[config.mk]
export PLATFORM = sky130hd
export DESIGN_NAME = normalized_two_track_mixer
export DESIGN_NICKNAME = d
export VERILOG_FILES = /design/src/rtl/core/ntm_pkg.sv /design/src/rtl/core/ntm_ctrl.sv /design/src/rtl/core/ntm_dp.sv /design/src/rtl/core/normalized_two_track_mixer.sv
export SDC_FILE = /design/constraint.sdc
export NUM_CORES = 2
export LEC_CHECK = 0
export BUFFER_PORTS_ARGS = -buffer_cell sky130_fd_sc_hd__buf_2
export CAP_MARGIN = 20
export CORE_MARGIN = 2
export CORE_UTILIZATION = 60
export CTS_CLUSTER_SIZE = 28
export DETAILED_ROUTE_END_ITERATION = 12
export GPL_ROUTABILITY_DRIVEN = 1
export PLACE_DENSITY_LB_ADDON = 0.15
export SLEW_MARGIN = 20
export SYNTH_ARGS = -nofsm -noshare
export SYNTH_HDL_FRONTEND = slang
export SYNTH_HIERARCHICAL = 1
export SYNTH_SLANG_ARGS = --single-unit
[constraint.sdc]
create_clock -name clk -period 7.1 [get_ports clk]
set_input_delay 0.355 -clock clk [delete_from_list [all_inputs] [get_ports clk]]
set_output_delay 0.355 -clock clk [all_outputs]
set_load 0.02 [all_outputs]
[src/rtl/core/ntm_pkg.sv]
// Shared types and constants for the normalized two-track mixer.
// No dependencies; imported by ntm_ctrl, ntm_dp and the top level.
package ntm_pkg;

  localparam int GainW    = 7;
  localparam int SampW    = 8;
  localparam int MixW     = 16;
  localparam int PeakW    = 15;
  localparam int ScaleW   = 24;
  localparam int ProdW    = ScaleW + 1 + MixW;
  localparam int DivSteps = ScaleW;
  localparam int DivCntW  = $clog2(DivSteps);
  localparam int InDataW  = 24;
  localparam int FracW    = 16;

  localparam logic [ScaleW-1:0] Dividend   = 24'h800000;
  localparam logic [SampW-1:0]  MixOffset  = 8'h80;
  localparam logic [GainW-1:0]  GainReset  = 7'd50;
  localparam logic signed [SampW-1:0] SatMax = 8'sd127;
  localparam logic signed [SampW-1:0] SatMin = -8'sd128;

  // register indexes on the config port
  localparam logic RegGainOrig = 1'b0;
  localparam logic RegGainClip = 1'b1;

  typedef struct packed {
    logic load_in;   // input transfer this cycle
    logic upd_peak;  // fold |mix| into the running peak
    logic div_init;  // seed the divider
    logic div_step;  // one quotient bit
    logic mul;       // scale * mix
    logic out_load;  // move the saturated result to the output register
  } ntm_cmd_t;

  typedef struct packed {
    logic last;      // last flag of the held item
    logic div_last;  // divider on its final step
    logic out_free;  // output register can take a result
  } ntm_stat_t;

endpackage

[src/rtl/core/ntm_ctrl.sv]
// Sequencer for the mixer: input acceptance, peak/divide and apply steps.
// Depends on ntm_pkg (command and status structs).
module ntm_ctrl (
  input  logic               clk,
  input  logic               rst_n,
  input  logic               in_valid,
  input  logic               in_pass,
  output logic               in_ready,
  input  ntm_pkg::ntm_stat_t st,
  output ntm_pkg::ntm_cmd_t  cmd
);
  import ntm_pkg::*;

  typedef enum logic [2:0] {S_IDLE, S_PEAK, S_DIV, S_MUL, S_SAT} state_t;

  state_t state_r, state_nxt;
  logic   in_ready_r;

  assign in_ready = in_ready_r;

  always_comb begin
    state_nxt = state_r;
    cmd       = '0;
    unique case (state_r)
      S_IDLE: begin
        if (in_valid && in_ready_r) begin
          cmd.load_in = 1'b1;
          state_nxt   = in_pass ? S_MUL : S_PEAK;
        end
      end
      S_PEAK: begin
        cmd.upd_peak = 1'b1;
        if (st.last) begin
          cmd.div_init = 1'b1;
          state_nxt    = S_DIV;
        end else begin
          state_nxt = S_IDLE;
        end
      end
      S_DIV: begin
        cmd.div_step = 1'b1;
        if (st.div_last) state_nxt = S_IDLE;
      end
      S_MUL: begin
        cmd.mul   = 1'b1;
        state_nxt = S_SAT;
      end
      S_SAT: begin
        if (st.out_free) begin
          cmd.out_load = 1'b1;
          state_nxt    = S_IDLE;
        end
      end
      default: state_nxt = S_IDLE;
    endcase
  end

  always_ff @(posedge clk) begin
    if (!rst_n) begin
      state_r    <= S_IDLE;
      in_ready_r <= 1'b0;
    end else begin
      state_r    <= state_nxt;
      in_ready_r <= (state_nxt == S_IDLE);
    end
  end

  a_ready_idle: assert property (@(posedge clk) disable iff (!rst_n)
    in_ready_r |-> state_r == S_IDLE)
    else $error("ready raised outside idle");

  a_div_holds: assert property (@(posedge clk) disable iff (!rst_n)
    (state_r == S_DIV && !st.div_last) |=> state_r == S_DIV)
    else $error("divide left early");

  a_sat_wait: assert property (@(posedge clk) disable iff (!rst_n)
    (state_r == S_SAT && !st.out_free) |=> state_r == S_SAT)
    else $error("result dropped while output busy");

endmodule

[src/rtl/core/ntm_dp.sv]
// Datapath: gain registers, weighted mix, peak tracking, restoring divider,
// scale multiply, round-toward-zero shift, saturation and output register.
// Depends on ntm_pkg.
module ntm_dp (
  input  logic                        clk,
  input  logic                        rst_n,
  input  logic                        cfg_we,
  input  logic                        cfg_index,
  input  logic [ntm_pkg::GainW-1:0]   cfg_wdata,
  input  logic                        in_last,
  input  logic signed [ntm_pkg::SampW-1:0] in_orig,
  input  logic [ntm_pkg::SampW-1:0]   in_clip,
  input  logic                        in_clip_present,
  input  ntm_pkg::ntm_cmd_t           cmd,
  output ntm_pkg::ntm_stat_t          st,
  input  logic                        out_ready,
  output logic                        out_valid,
  output logic [ntm_pkg::SampW-1:0]   out_data,
  output logic                        out_last
);
  import ntm_pkg::*;

  logic [GainW-1:0]         gain_orig_r, gain_clip_r;
  logic signed [MixW-1:0]   mix_r, mix_nxt;
  logic                     last_r;
  logic [PeakW-1:0]         peak_r, peak_nxt;
  logic [MixW-1:0]          mag;
  logic [PeakW-1:0]         rem_r, rem_nxt;
  logic [ScaleW-1:0]        dvd_r, quot_r, quot_nxt;
  logic [DivCntW-1:0]       div_cnt_r;
  logic [MixW-1:0]          rem_sh;
  logic [MixW:0]            diff;
  logic                     div_fin;
  logic [ScaleW-1:0]        scale_r;
  logic signed [ProdW-1:0]  prod_r, prod_nxt, prod_adj;
  logic signed [ProdW-FracW-1:0] quo;
  logic [SampW-1:0]         out_data_r, out_data_nxt;
  logic                     out_valid_r, out_last_r;
  logic signed [SampW-1:0]  clip_s;

  // clip byte minus offset is the byte with its top bit flipped
  assign clip_s  = in_clip_present ? $signed(in_clip ^ MixOffset) : '0;
  assign mix_nxt = $signed({1'b0, gain_orig_r}) * in_orig
                 + $signed({1'b0, gain_clip_r}) * clip_s;

  assign mag = mix_r[MixW-1] ? MixW'(-mix_r) : mix_r;

  always_comb begin
    peak_nxt = peak_r;
    if (cmd.upd_peak && (mag > {1'b0, peak_r})) peak_nxt = mag[PeakW-1:0];
  end

  // restoring divide, one quotient bit per cycle
  assign rem_sh   = {rem_r, dvd_r[ScaleW-1]};
  assign diff     = {1'b0, rem_sh} - {2'b00, peak_r};
  assign rem_nxt  = diff[MixW] ? rem_sh[PeakW-1:0] : diff[PeakW-1:0];
  assign quot_nxt = {quot_r[ScaleW-2:0], ~diff[MixW]};
  assign div_fin  = cmd.div_step && (div_cnt_r == DivCntW'(DivSteps - 1));

  assign prod_nxt = $signed({1'b0, scale_r}) * mix_r;
  // bias negatives so the arithmetic shift truncates toward zero
  assign prod_adj = prod_r + (prod_r[ProdW-1] ? ProdW'((1 << FracW) - 1) : '0);
  assign quo      = prod_adj[ProdW-1:FracW];

  always_comb begin
    if (quo > ProdW'(SatMax))      out_data_nxt = SatMax;
    else if (quo < ProdW'(SatMin)) out_data_nxt = SatMin;
    else                           out_data_nxt = quo[SampW-1:0];
  end

  assign st.last     = last_r;
  assign st.div_last = (div_cnt_r == DivCntW'(DivSteps - 1));
  assign st.out_free = !out_valid_r || out_ready;

  assign out_valid = out_valid_r;
  assign out_data  = out_data_r;
  assign out_last  = out_last_r;

  always_ff @(posedge clk) begin
    if (!rst_n) begin
      gain_orig_r <= GainReset;
      gain_clip_r <= GainReset;
      peak_r      <= '0;
      scale_r     <= '0;
      out_valid_r <= 1'b0;
      div_cnt_r   <= '0;
    end else begin
      if (cfg_we) begin
        if (cfg_index == RegGainOrig) gain_orig_r <= cfg_wdata;
        if (cfg_index == RegGainClip) gain_clip_r <= cfg_wdata;
      end
      if (div_fin) begin
        scale_r <= (peak_r == '0) ? '0 : quot_nxt;
        peak_r  <= '0;
      end else begin
        peak_r <= peak_nxt;
      end
      if (cmd.div_init)      div_cnt_r <= '0;
      else if (cmd.div_step) div_cnt_r <= div_cnt_r + 1'b1;
      if (cmd.out_load)      out_valid_r <= 1'b1;
      else if (out_ready)    out_valid_r <= 1'b0;
    end
  end

  always_ff @(posedge clk) begin
    if (cmd.load_in) begin
      mix_r  <= mix_nxt;
      last_r <= in_last;
    end
    if (cmd.div_init) begin
      rem_r  <= '0;
      dvd_r  <= Dividend;
      quot_r <= '0;
    end else if (cmd.div_step) begin
      rem_r  <= rem_nxt;
      dvd_r  <= {dvd_r[ScaleW-2:0], 1'b0};
      quot_r <= quot_nxt;
    end
    if (cmd.mul) prod_r <= prod_nxt;
    if (cmd.out_load) begin
      out_data_r <= out_data_nxt;
      out_last_r <= last_r;
    end
  end

  a_peak_cleared: assert property (@(posedge clk) disable iff (!rst_n)
    div_fin |=> peak_r == '0)
    else $error("peak not cleared after divide");

  a_quot_exact: assert property (@(posedge clk) disable iff (!rst_n)
    (div_fin && peak_r != '0) |->
      (40'(quot_nxt) * 40'(peak_r) <= 40'(Dividend)) &&
      (40'(Dividend) - 40'(quot_nxt) * 40'(peak_r) < 40'(peak_r)))
    else $error("divider quotient wrong");

  a_out_hold: assert property (@(posedge clk) disable iff (!rst_n)
    (cmd.out_load && out_valid_r) |-> out_ready)
    else $error("output overwritten before transfer");

endmodule

[src/rtl/core/normalized_two_track_mixer.sv]
// Top level of the peak-normalized two-track mixer.
// Depends on ntm_pkg, ntm_ctrl and ntm_dp.
//
//  channel  direction  handshake            payload
//  in_      slave      in_tvalid/in_tready  tdata orig,clip,present; tuser pass; tlast
//  out_     master     out_tvalid/out_tready tdata mixed sample; tlast
//  cfg_     write      cfg_we               cfg_index, cfg_wdata (gain registers)
//
// Measure-pass item: input and peak steps; its last item adds a restoring divide.
// Apply-pass item: mix, multiply, then shift and saturate; a held output
// register stalls only the final step.
// Synchronous active-low reset; no clearing pass. Gains reset to 50, peak and
// scale to zero.
module normalized_two_track_mixer (
  input  logic                           clk,
  input  logic                           rst_n,
  input  logic                           cfg_we,
  input  logic                           cfg_index,
  input  logic [ntm_pkg::GainW-1:0]      cfg_wdata,
  input  logic                           in_tvalid,
  output logic                           in_tready,
  // [7:0] orig_sample, [15:8] clip_byte, [16] clip_present, rest zero
  input  logic [ntm_pkg::InDataW-1:0]    in_tdata,
  // [0] pass_sel
  input  logic                           in_tuser,
  input  logic                           in_tlast,
  output logic                           out_tvalid,
  input  logic                           out_tready,
  // [7:0] mixed_sample
  output logic [ntm_pkg::SampW-1:0]      out_tdata,
  output logic                           out_tlast
);
  import ntm_pkg::*;

  ntm_cmd_t  cmd;
  ntm_stat_t st;

  ntm_ctrl u_ctrl (
    .clk      (clk),
    .rst_n    (rst_n),
    .in_valid (in_tvalid),
    .in_pass  (in_tuser),
    .in_ready (in_tready),
    .st       (st),
    .cmd      (cmd)
  );

  ntm_dp u_dp (
    .clk             (clk),
    .rst_n           (rst_n),
    .cfg_we          (cfg_we),
    .cfg_index       (cfg_index),
    .cfg_wdata       (cfg_wdata),
    .in_last         (in_tlast),
    .in_orig         ($signed(in_tdata[SampW-1:0])),
    .in_clip         (in_tdata[2*SampW-1:SampW]),
    .in_clip_present (in_tdata[2*SampW]),
    .cmd             (cmd),
    .st              (st),
    .out_ready       (out_tready),
    .out_valid       (out_tvalid),
    .out_data        (out_tdata),
    .out_last        (out_tlast)
  );

endmodule
==> run_summary.xml <==
<?xml version="1.0" encoding="UTF-8"?>
<metrics>
  <group name="worst_setup_path">
    <metric name="crit-reg2reg-capture" unit="">u_dp/prod_r[30]</metric>
    <metric name="r2r-start" unit="">u_dp/scale_r[15]</metric>
    <metric name="timing.critical_path.required" unit="ns">7.32</metric>
    <metric name="cp-start-kind" unit="">flop</metric>
    <metric name="critical_path_arrival" unit="ns">7.13</metric>
    <metric name="r2r_setup_slack" unit="ns">0.20</metric>
    <metric name="cp-end-kind" unit="">flop</metric>
    <metric name="critical_path_peak_fanout" unit="">13</metric>
    <metric name="critical_path_class" unit="">flop to flop</metric>
    <metric name="rr_worst_depth" unit="">20</metric>
  </group>
  <group name="route">
    <metric name="avgRoutedWirePerCell" unit="um">17.00</metric>
    <metric name="met2RoutedLength" unit="mm">27.11</metric>
    <metric name="finalWirelength" unit="mm">56.06</metric>
    <metric name="detail-route-antenna-nets" unit="">0</metric>
    <metric name="drt-met1-wl" unit="mm">24.31</metric>
    <metric name="drt_pass1_iterations" unit="">5</metric>
    <metric name="remaining_drc_errors" unit="">0</metric>
    <metric name="maxUsedRoutingLayer" unit="">met4</metric>
    <metric name="routed_via_density" unit="">5.537</metric>
    <metric name="first_iter_violations" unit="">996</metric>
    <metric name="vias" unit="">18260</metric>
    <metric name="dr_wl_met3" unit="mm">3.302</metric>
  </group>
  <group name="worst_hold_path">
    <metric name="hp-start" unit="">in_tlast</metric>
    <metric name="holdPathEnd" unit="">u_dp/last_r</metric>
    <metric name="timing.hold.worst.class" unit="">input pin to flop</metric>
    <metric name="hold-path-cell-count" unit="">1</metric>
  </group>
  <group name="floorplan">
    <metric name="floorplan.die.height" unit="um">208.0</metric>
    <metric name="ios" unit="">50</metric>
    <metric name="initial_utilization" unit="%">61.03</metric>
    <metric name="chipWidth" unit="um">208.0</metric>
    <metric name="die-area" unit="um^2">43280</metric>
    <metric name="design.core.area" unit="um^2">40920</metric>
    <metric name="floorplan.rows" unit="">74</metric>
  </group>
  <group name="global_routing">
    <metric name="pin_count_of_the_biggest_net_entering_global_routing" unit="">62</metric>
    <metric name="grt_pass1_vias" unit="">19150</metric>
    <metric name="globalRouteOverflowTotal" unit="">0</metric>
    <metric name="grt_antenna_before_repair" unit="">0</metric>
    <metric name="globalRouteTotalUtil" unit="%">27.11</metric>
    <metric name="first_pass_grt_wire_length" unit="mm">94.24</metric>
  </group>
  <group name="timing">
    <metric name="worst_pin_slew" unit="ns">1.083</metric>
    <metric name="timing_max_transition_violations_final" unit="">0</metric>
    <metric name="rsz0062_at_grt" unit="">no</metric>
    <metric name="final_hold_violation_count" unit="">0</metric>
    <metric name="max_freq" unit="MHz">144.9</metric>
    <metric name="timing.setup.tns" unit="ns">0</metric>
    <metric name="setup-violations-final" unit="">0</metric>
    <metric name="final_min_period_over_clock_period" unit="%">97.23</metric>
    <metric name="finalCriticalPeriod" unit="ns">6.904</metric>
    <metric name="worst_slew_margin_rel" unit="%">27.83</metric>
    <metric name="worst_clock_skew" unit="ns">0.01273</metric>
  </group>
  <group name="place">
    <metric name="routabilityCongestion" unit="">0.8993</metric>
    <metric name="post-dp-hpwl" unit="mm">45.18</metric>
    <metric name="placement.io_buffers" unit="">42</metric>
  </group>
  <group name="layout">
    <metric name="diodes" unit="">0</metric>
    <metric name="leading_cell_types_in_the_layout_fill_and_taps_excluded" unit="">inv_1 (542), fa_1 (393), nand2_1 (320)</metric>
    <metric name="fillers" unit="">3461</metric>
    <metric name="drive_above_1_share" unit="%">5.787</metric>
    <metric name="final_nets" unit="">3439</metric>
    <metric name="final_util" unit="%">64.92</metric>
    <metric name="layout.cells.most_common" unit="">inv_1</metric>
    <metric name="syn_to_final_growth" unit="%">6.367</metric>
  </group>
  <group name="clock_network">
    <metric name="clkSlewWorstSetupHoldPaths" unit="ns">0.07</metric>
    <metric name="numClockSinks" unit="">169</metric>
    <metric name="cts_made_buffers" unit="">17</metric>
    <metric name="worstSkewPairLatency" unit="ns">0.48</metric>
    <metric name="clock_tree_from_tritoncts" unit="">built</metric>
    <metric name="cts_hold_buffers" unit="">0</metric>
    <metric name="cts.root.buffer_cell" unit="">clkbuf_16</metric>
    <metric name="clockBufferDepth" unit="">2</metric>
    <metric name="cts-htree-levels" unit="">4</metric>
  </group>
  <group name="logic_synthesis">
    <metric name="synthesis.area_per_instance" unit="um^2">9.136</metric>
    <metric name="synth-async-reset-ratio" unit="%">0</metric>
    <metric name="synth.distinct_cells" unit="">71</metric>
    <metric name="synth_edf_count" unit="">67</metric>
    <metric name="mappedNetlistNets" unit="">3421</metric>
    <metric name="synthesis.instances" unit="">2734</metric>
    <metric name="yosys_warnings" unit="">6</metric>
    <metric name="mappedNetlistArea" unit="um^2">24980</metric>
    <metric name="synth_seq_cells" unit="">169</metric>
    <metric name="synth_top_flop_cell" unit="">dfxtp_1</metric>
    <metric name="synth_seq_area_share" unit="%">16.23</metric>
  </group>
  <group name="power_and_ir_drop">
    <metric name="power_density_normalized_to_cell_area" unit="nW/um^2">177.5</metric>
    <metric name="max_vdd_drop" unit="mV">0.2475</metric>
    <metric name="power.leakage" unit="nW">12.77</metric>
    <metric name="fin_total_pwr" unit="mW">4.716</metric>
  </group>
  <group name="status">
    <metric name="outcome" unit="">completed</metric>
  </group>
  <group name="run">
    <metric name="max_cap_violations" unit="">0</metric>
  </group>
</metrics>
through the flow:
stage                     hold slack, ns  cell area (um^2)  instances  setup slack, ns
after floorplan                   0.4277             24980       2734           0.5149
after global placement            0.4437             25940       3262           0.4275
after detailed placement          0.4585             25950       3262           0.3644
after CTS                        0.01527             26530       3294           0.3233
after global routing             0.02688             26570       3297        0.0006293
final                            0.04532             26570       3297           0.1963
sequential cells by signal, indices dropped and copies added, names as in the netlist, 3 cells and up:
| name | count |
|---|---|
| u_dp/gain_orig_r | 7 |
| u_dp/div_cnt_r | 5 |
| u_dp/mix_r | 16 |
| u_dp/peak_r | 15 |
| u_dp/rem_r | 15 |
| u_dp/scale_r | 24 |
| u_dp/quot_r | 23 |
| u_dp/gain_clip_r | 7 |
| u_ctrl/state_r | 3 |
| u_dp/out_data | 8 |
| u_dp/prod_r | 41 |
what timing repair did:
| action | 4_1_cts | 5_1_grt |
|---|---|---|
| setup endpoints to repair | 0 | 1 |
| buffers inserted | 0 | 3 |
| gates resized for setup | 0 | 1 |
cells in the mapped netlist (4+ instances only):
cell type / number / share of area (%)
a21o_1: 18 / 0.54
a221oi_1: 5 / 0.18
mux2i_1: 53 / 2.1
nor2_1: 119 / 1.8
a221o_1: 4 / 0.16
a211oi_1: 26 / 0.78
nor2b_1: 20 / 0.50
and3_1: 52 / 1.3
a31oi_1: 10 / 0.25
edfxtp_1: 67 / 8.1
a21boi_0: 9 / 0.27
o41ai_1: 5 / 0.18
o21bai_1: 8 / 0.24
a22o_1: 24 / 0.84
xor2_1: 15 / 0.53
clkbuf_1: 95 / 1.4
nor4_1: 10 / 0.25
nor3_1: 24 / 0.48
or3_1: 4 / 0.10
o21a_1: 16 / 0.48
nand3_1: 46 / 0.92
o211ai_1: 5 / 0.15
dfxtp_1: 102 / 8.2
ha_1: 255 / 13
o21ai_1: 22 / 0.44
nand4_1: 13 / 0.33
o31ai_1: 5 / 0.15
nand2_1: 320 / 4.8
o21ai_0: 28 / 0.56
a21boi_1: 5 / 0.15
and2_1: 209 / 5.2
fa_1: 393 / 31
inv_1: 542 / 8.1
buf_1: 8 / 0.12
a21oi_1: 47 / 0.94
a22oi_1: 5 / 0.15
nand2b_1: 28 / 0.70
xnor2_1: 62 / 2.2
critical path: stages (launching register included):
cell	delay, ns
dfxtp_1	0.73
nand2_1	0.19
fa_1	0.54
fa_1	0.52
fa_1	0.55
inv_1	0.07
fa_1	0.49
fa_1	0.49
inv_1	0.04
fa_1	0.47
inv_1	0.04
ha_1	0.23
a2111oi_0	0.48
o21ai_1	0.12
a22oi_1	0.30
a21boi_1	0.15
o211ai_1	0.31
a211oi_1	0.16
a221o_1	0.32
o41ai_1	0.32
xnor2_1	0.12
cell type report:
class                   count  area (um^2)  share of cell area, %
multi-input cells        1915        18490                  69.58
clock inverters            15        152.6                 0.5745
well taps                 532        665.6                  2.505
inverters                 542         2034                  7.658
flip-flops and latches    169         4055                  15.26
clock buffers              17        425.4                  1.601
repair buffers            107        748.2                  2.816
power breakdown:
| part | internal (mW) | switching [mW] | leakage, nW |
|---|---|---|---|
| Combinational | 1.06 | 1.40 | 11.1 |
| Clock | 0.466 | 0.464 | 0.281 |
| Sequential | 1.19 | 0.143 | 1.41 |
| Total | 2.71 | 2.01 | 12.8 |
worst max-delay path by stage:
stage | slack (ns) | from | to
6_report | 0.20 | u_dp/scale_r[15] | u_dp/prod_r[30]
5_1_grt | 0.0006 | u_dp/scale_r[15] | u_dp/prod_r[30]
4_1_cts | 0.32 | u_dp/mix_r[4] | u_dp/prod_r[30]
3_5_place_dp | 0.36 | u_dp/mix_r[9] | u_dp/prod_r[40]
3_3_place_gp | 0.43 | u_dp/mix_r[14] | u_dp/prod_r[40]
2_1_floorplan | 0.51 | u_dp/mix_r[15] | u_dp/prod_r[35]
logic make-up (layout without fill, tap and decap cells):
kind of cell	Yosys count	in the layout	share of synthesized area, %
simple gates	867	867	17.14
buf+inv	650	681	9.888
fa+ha+maj	648	648	44.27
compound gates	268	268	7.559
flops	169	169	16.23
xor+xnor	77	77	2.700
mux	55	55	2.214
routing by layer:
metal / vias to the layer above / GRT usage (%)
met2: 525 / 45.97
met1: 8976 / 35.39
met5: - / 0
li1: 8648 / -
met3: 106 / 4.815
met4: 0 / 8.731
No activity file was read; power rests on OpenSTA's default activity.
